$ cat src/rtl/cfar_pkg.sv
`timescale 1ns / 1ps
package cfar_pkg;

  localparam int MAX_COLS   = 1024;
  localparam int MAX_ROWS   = 1024;
  localparam int MAX_WINDOW = 9;
  localparam int HMAX       = (MAX_WINDOW - 1) / 2;

  localparam int COL_W  = $clog2(MAX_COLS);
  localparam int ROW_W  = $clog2(MAX_ROWS);
  localparam int SLOT_W = $clog2(MAX_WINDOW);
  localparam int H_W    = $clog2(HMAX + 1);
  localparam int DIM_W  = 11;
  localparam int CNT_W  = $clog2(MAX_WINDOW * MAX_WINDOW + 1);

  localparam int Q_DEPTH   = 4;
  localparam int Q_PTR_W   = $clog2(Q_DEPTH);
  localparam int OUT_DEPTH = 8;
  localparam int OUT_PTR_W = $clog2(OUT_DEPTH);

  // floor(x/100) for x < 2^13 as (x * 5243) >> 19
  localparam int PROD_W     = 13;
  localparam int RANK_MUL   = 5243;
  localparam int RANK_SHIFT = 19;
  localparam int RANK_W     = 7;

  localparam logic [2:0] REG_MAP_ROWS   = 3'd0;
  localparam logic [2:0] REG_MAP_COLS   = 3'd1;
  localparam logic [2:0] REG_WINDOW     = 3'd2;
  localparam logic [2:0] REG_GUARD      = 3'd3;
  localparam logic [2:0] REG_PERCENT    = 3'd4;
  localparam logic [2:0] REG_THRESHOLD  = 3'd5;

  typedef struct packed {
    logic [15:0] val;
    logic [11:0] col;
    logic [11:0] row;
  } cell_t;

  localparam int CELL_W = $bits(cell_t);

  typedef struct packed {
    cell_t             pix;
    logic [COL_W-1:0]  col;
    logic [SLOT_W-1:0] slot;
    logic              test;
  } item_t;

  typedef struct packed {
    logic [DIM_W-1:0]  rows;
    logic [DIM_W-1:0]  cols;
    logic [H_W-1:0]    h;
    logic [H_W-1:0]    g;
    logic [15:0]       thr;
    logic [RANK_W-1:0] rank;
  } cfg_t;

endpackage

$ cat src/rtl/cfar_in_if.sv
`timescale 1ns / 1ps
interface cfar_in_if;
  logic        valid;
  logic        ready;
  logic [15:0] corr_value;
  logic [11:0] col_tag;
  logic [11:0] row_tag;

  modport source (output valid, corr_value, col_tag, row_tag, input ready);
  modport sink (input valid, corr_value, col_tag, row_tag, output ready);
endinterface

$ cat src/rtl/cfar_front.sv
`timescale 1ns / 1ps
module cfar_front import cfar_pkg::*; (
  input  logic      clk_i,
  input  logic      rst_ni,
  input  cfg_t      cfg_i,
  cfar_in_if.sink   sample_i,
  output logic      item_valid_o,
  output item_t     item_o,
  input  logic      item_pop_i
);

  logic [COL_W-1:0]  col_q, col_d;
  logic [ROW_W-1:0]  row_q, row_d;
  logic [SLOT_W-1:0] slot_q, slot_d;

  logic [DIM_W-1:0]  c0, r0, c1, r1;
  logic [SLOT_W-1:0] s0, s1;
  logic [DIM_W-1:0]  span;
  item_t             item_new;

  item_t             q_mem [Q_DEPTH];
  logic [Q_PTR_W-1:0] wr_q, rd_q;
  logic [Q_PTR_W:0]   cnt_q;
  logic               push;

  assign sample_i.ready = (cnt_q != (Q_PTR_W+1)'(Q_DEPTH));
  assign push = sample_i.valid && sample_i.ready;

  // raster position, with wrap for a map shrunk mid-frame
  always_comb begin
    c0 = DIM_W'(col_q);
    r0 = DIM_W'(row_q);
    s0 = slot_q;
    if (c0 >= cfg_i.cols) begin
      c0 = '0;
      r0 = r0 + 1'b1;
      s0 = (s0 == SLOT_W'(MAX_WINDOW - 1)) ? '0 : s0 + 1'b1;
    end
    if (r0 >= cfg_i.rows) begin
      r0 = '0;
      s0 = '0;
    end
    c1 = c0 + 1'b1;
    r1 = r0;
    s1 = s0;
    if (c1 >= cfg_i.cols) begin
      c1 = '0;
      r1 = r0 + 1'b1;
      s1 = (s0 == SLOT_W'(MAX_WINDOW - 1)) ? '0 : s0 + 1'b1;
      if (r1 >= cfg_i.rows) begin
        r1 = '0;
        s1 = '0;
      end
    end
    col_d = c1[COL_W-1:0];
    row_d = r1[ROW_W-1:0];
    slot_d = s1;
    span = DIM_W'({cfg_i.h, 1'b0});
    item_new.pix.val = sample_i.corr_value;
    item_new.pix.col = sample_i.col_tag;
    item_new.pix.row = sample_i.row_tag;
    item_new.col = c0[COL_W-1:0];
    item_new.slot = s0;
    item_new.test = (r0 >= span) && (c0 >= span);
  end

  always_ff @(posedge clk_i or negedge rst_ni) begin
    if (!rst_ni) begin
      col_q <= '0;
      row_q <= '0;
      slot_q <= '0;
    end else if (push) begin
      col_q <= col_d;
      row_q <= row_d;
      slot_q <= slot_d;
    end
  end

  // short queue to the back end
  always_ff @(posedge clk_i or negedge rst_ni) begin
    if (!rst_ni) begin
      wr_q <= '0;
      rd_q <= '0;
      cnt_q <= '0;
    end else begin
      if (push) wr_q <= wr_q + 1'b1;
      if (item_pop_i) rd_q <= rd_q + 1'b1;
      cnt_q <= cnt_q + (Q_PTR_W+1)'(push) - (Q_PTR_W+1)'(item_pop_i);
    end
  end

  always_ff @(posedge clk_i) begin
    if (push) q_mem[wr_q] <= item_new;
  end

  assign item_valid_o = (cnt_q != '0);
  assign item_o = q_mem[rd_q];

endmodule

$ cat src/flat_wrapper.sv
// flat-port wrapper written by rule: the top's interface ports become plain ports
module cfar_front_flat import cfar_pkg::*;
  (clk_i, rst_ni, cfg_i, item_valid_o, item_o, item_pop_i, sample_i_valid, sample_i_corr_value, sample_i_col_tag, sample_i_row_tag, sample_i_ready);
  cfar_in_if sample_i_i ();
  input  logic clk_i;
  input  logic rst_ni;
  input  cfg_t cfg_i;
  output logic item_valid_o;
  output item_t item_o;
  input  logic item_pop_i;
  input wire logic [$bits(sample_i_i.valid)-1:0] sample_i_valid;
  input wire logic [$bits(sample_i_i.corr_value)-1:0] sample_i_corr_value;
  input wire logic [$bits(sample_i_i.col_tag)-1:0] sample_i_col_tag;
  input wire logic [$bits(sample_i_i.row_tag)-1:0] sample_i_row_tag;
  output wire logic [$bits(sample_i_i.ready)-1:0] sample_i_ready;
  assign sample_i_i.valid = sample_i_valid;
  assign sample_i_i.corr_value = sample_i_corr_value;
  assign sample_i_i.col_tag = sample_i_col_tag;
  assign sample_i_i.row_tag = sample_i_row_tag;
  assign sample_i_ready = sample_i_i.ready;
  cfar_front u_core (.clk_i(clk_i), .rst_ni(rst_ni), .cfg_i(cfg_i), .sample_i(sample_i_i), .item_valid_o(item_valid_o), .item_o(item_o), .item_pop_i(item_pop_i));
endmodule
$ cat config.mk
export PLATFORM = sky130hd
export DESIGN_NAME = cfar_front_flat
export DESIGN_NICKNAME = d
export VERILOG_FILES = /design/src/rtl/cfar_pkg.sv /design/src/rtl/cfar_in_if.sv /design/src/rtl/cfar_front.sv /design/src/flat_wrapper.sv
export SDC_FILE = /design/constraint.sdc
export NUM_CORES = 1
export LEC_CHECK = 0
export BUFFER_PORTS_ARGS = -buffer_cell sky130_fd_sc_hd__clkbuf_2
export CAP_MARGIN = 0
export CORE_ASPECT_RATIO = 0.8
export CORE_UTILIZATION = 40
export DETAILED_ROUTE_END_ITERATION = 16
export SYNTH_ARGS = -nofsm -noshare
export SYNTH_HDL_FRONTEND = slang
export SYNTH_SLANG_ARGS = --single-unit
$ cat constraint.sdc
create_clock -name clk_i -period 10.6 [get_ports clk_i]
set_input_delay 0.53 -clock clk_i [delete_from_list [all_inputs] [get_ports clk_i]]
set_output_delay 0.53 -clock clk_i [all_outputs]
set_load 0.005 [all_outputs]
==> reports/metrics.csv <==
metric,value,unit
status,"complete, no violations",
H-Tree Depth,1,
drt first pass iters,4,
Die Wd,194.3,µm
Num Clock Sinks,251,
"top cells by area, synth","edfxtp_1 (56%), mux4_2 (10%), dfrtp_1 (6.6%)",
vias per cell,5.343,
cell with the most instances after synthesis,edfxtp_1,
ys async rst share,12.35,%
Post-Place Worst Slack,2.892,ns
Post-Syn Area,11830,µm²
Total GRT Usage,16.36,%
Tightest Pin Transition,1.058,ns
LEAKAGE,5.195,nW
Worst VDD drop,0.0001396,V
WS Path Type,register to register,
WP data arrival,7.93,ns
ys flop type,edfxtp_1,
Placer Congestion,0.8073,
first-pass GRT wire length,38.48,mm
crit-path max FO,23,
max cap viols,0,
total negative slack,0,ns
Wirelength per Cell,19.09,µm
layout cells sized above 1,28.49,%
# DRC,0,
commonest cells in the netlist,"edfxtp_1 (220), ha_1 (61), mux4_2 (55)",
CORE AREA,28700,µm²
Worst slew margin,29.19,%
clk_skew,0.009302,ns
post-synth cell types,76,
"Net count, final",1055,
Starting Density,41.23,%
Hold WC Path Type,input pin to asynchronous set/reset pin,
number of flops mapped to enable cells by yosys,220,
Max stage delay on crit path,0.68,ns
post-synth top area share,55.83,%
Final WS setup,3.115,ns
clock latency on the worst-skew pair,0.52,ns
Non-Filler Instances,1286,
"Slowest-stage cell, CP",a31oi_4,
Pins Over Slew Limit,0,
register area share after synthesis,62.39,%
RSZ-0062 raised after global routing,no,
PwrDens,265.2,nW/µm²
# rows,55,
antenna violations before repair,0,
Yosys reg bits,251,
deepest clock path buffer count,3,
CP cell instances,"ha_1, a211oi_2, nor3_2, a31oi_4, nand2_1, xnor2_1, ha_1, nor2b_1, o21ai_0, a221o_1, and2_1, nor2_1, ha_1, inv_1, nor3_1, xnor2_1, ha_1, a21oi_1, o21ai_0, o32ai_1, nand2_1, a41oi_1, nand3b_1, a21oi_1",
gr ovfl total,0,
Post-Syn Nets,926,
clock root buffer,clkbuf_16,
Worst EP required,11.04,ns
hpwl dp,16.17,mm
Final setup viols,0,
Die ar.,30280,µm²
warnings from Yosys,0,
Tmin final,7.485,ns
fmax,133.6,MHz
initial DRC count,454,
crit share post-route,70.61,%
# hold bufs at CTS,0,
DIE HEIGHT,155.8,µm
WL met1,11.60,mm
Inst Count DP,1242,
Synth area leader,edfxtp_1,
startpoint types,register,
CTS Buf Count,24,
CTS tree,yes,
setup bufs post-CTS,0,
Hold Fails Final Rpt,0,
Area Overhead vs Synth,15.14,%
Setup crit end kind,register,
"Reg clk slew, reported paths",0.06,ns
Post-DRT Antenna Nets,0,
PostCTS Resize Cnt,0,
PortBufs,125,
antenna cells,0,
Top Ports,152,
worst hold slack,0.1324,ns
syn avg cell area,15.39,µm²
Routed WL,24.55,mm
metal3 WL,1.199,mm
vias,6871,
synthesized instance count,769,
WL met2,11.35,mm
largest net degree at the start of global routing,56,
total power draw,0.003613,W
DR top layer,met4,
Critical Path Most Common Cell,ha_1,
number of global-route vias before repair,6871,
## routing by layer
layer  GRT usage [%]  up-vias
met3           2.875       28
met2           26.41      151
li1                -     3270
met5               0        -
met4           3.704        0
met1           23.19     3422
## state kept, by name, summed over array words and instances (netlist names)
signal         cells
u_core.slot_q      4
u_core.row_q      10
u_core.col_q      10
u_core.rd_q        2
u_core.cnt_q       3
u_core.q_mem     220
u_core.wr_q        2
## power by group
group	leakage (nW)	switching, W	total [W]	internal (W)
registers	2.40	0.000137	0.00148	0.00134
clock network	0.379	0.000350	0.000827	0.000478
logic	2.41	0.000723	0.00131	0.000585
total	5.20	0.00121	0.00361	0.00240
## area by class of cell
type	instances	area, µm²
Clock buffer	38	735.7
Sequential cell	251	7387
Multi-Input combinational cell	439	4133
Timing Repair Buffer	133	685.7
Fill cell	2464	15070
Tap cell	370	462.9
Clock inverter	6	36.28
Inverter	49	183.9
## critical path, delay by kind of cell, from the launching register on
family / cells / cell delay (ns)
AO/OA/AOI/OAI: 9 / 2.77
XOR/XNOR: 2 / 0.56
adder cells (fa/ha/maj): 4 / 1.15
buffers and inverters: 1 / 0.12
flip-flops: 1 / 0.45
AND/OR/NAND/NOR: 8 / 2.35
## cell families after synthesis
family / count (synthesis) / share of synthesized area, %
DFF: 251 / 62.39
and+or+nand+nor: 166 / 7.243
AOI/OAI and AO/OA: 120 / 7.550
buffers and inverters: 79 / 2.728
adders and majority gates: 62 / 6.619
muxes: 61 / 11.00
xor gates and xnor gates: 30 / 2.474
## placed cells by master (no fill, tap or decap), drive strengths merged, types with 2 or more instances in the layout
| cell | n |
|---|---|
| xor2 | 12 |
| nand3 | 21 |
| o31ai | 5 |
| nand2 | 51 |
| a211oi | 7 |
| or2 | 3 |
| a22oi | 4 |
| and2 | 2 |
| clkinv | 5 |
| clkbuf | 163 |
| buf | 8 |
| o22ai | 2 |
| nor2b | 3 |
| a211o | 4 |
| mux2i | 4 |
| mux4 | 55 |
| nor3 | 14 |
| a32oi | 3 |
| a22o | 5 |
| a21oi | 27 |
| edfxtp | 220 |
| a31oi | 6 |
| mux2 | 2 |
| nor2 | 29 |
| inv | 49 |
| nand3b | 3 |
| a221oi | 4 |
| ha | 61 |
| o21ai | 26 |
| dfrtp | 31 |
| nor3b | 2 |
| a41oi | 2 |
| or3 | 3 |
| a21o | 4 |
| o21a | 9 |
| xnor2 | 18 |
| nor4 | 5 |
| nand4 | 5 |
| and3 | 20 |
| nand2b | 2 |
## final timing paths
kind,to,slack (ns),start,depth (start not counted)
setup / recovery,u_core.slot_q[2],3.12,u_core.col_q[8],24
hold / removal,u_core.cnt_q[0],0.13,rst_ni,1
setup reg to reg,u_core.slot_q[2],3.12,u_core.col_q[8],24
hold reg to reg,u_core.cnt_q[2],0.50,u_core.cnt_q[2],1
max in group asynchronous,u_core.rd_q[0],9.81,rst_ni,1
min in group clk_i,u_core.rd_q[0],0.23,item_pop_i,2
## metrics by stage
step | util [%] | area [µm²]
3_3_place_gp | 44.79 | 12850
4_1_cts | 47.48 | 13620
6_report | 47.48 | 13620
3_5_place_dp | 44.79 | 12850
2_1_floorplan | - | 11830
5_1_grt | 47.48 | 13620
No activity file was read; power rests on OpenSTA's default activity.
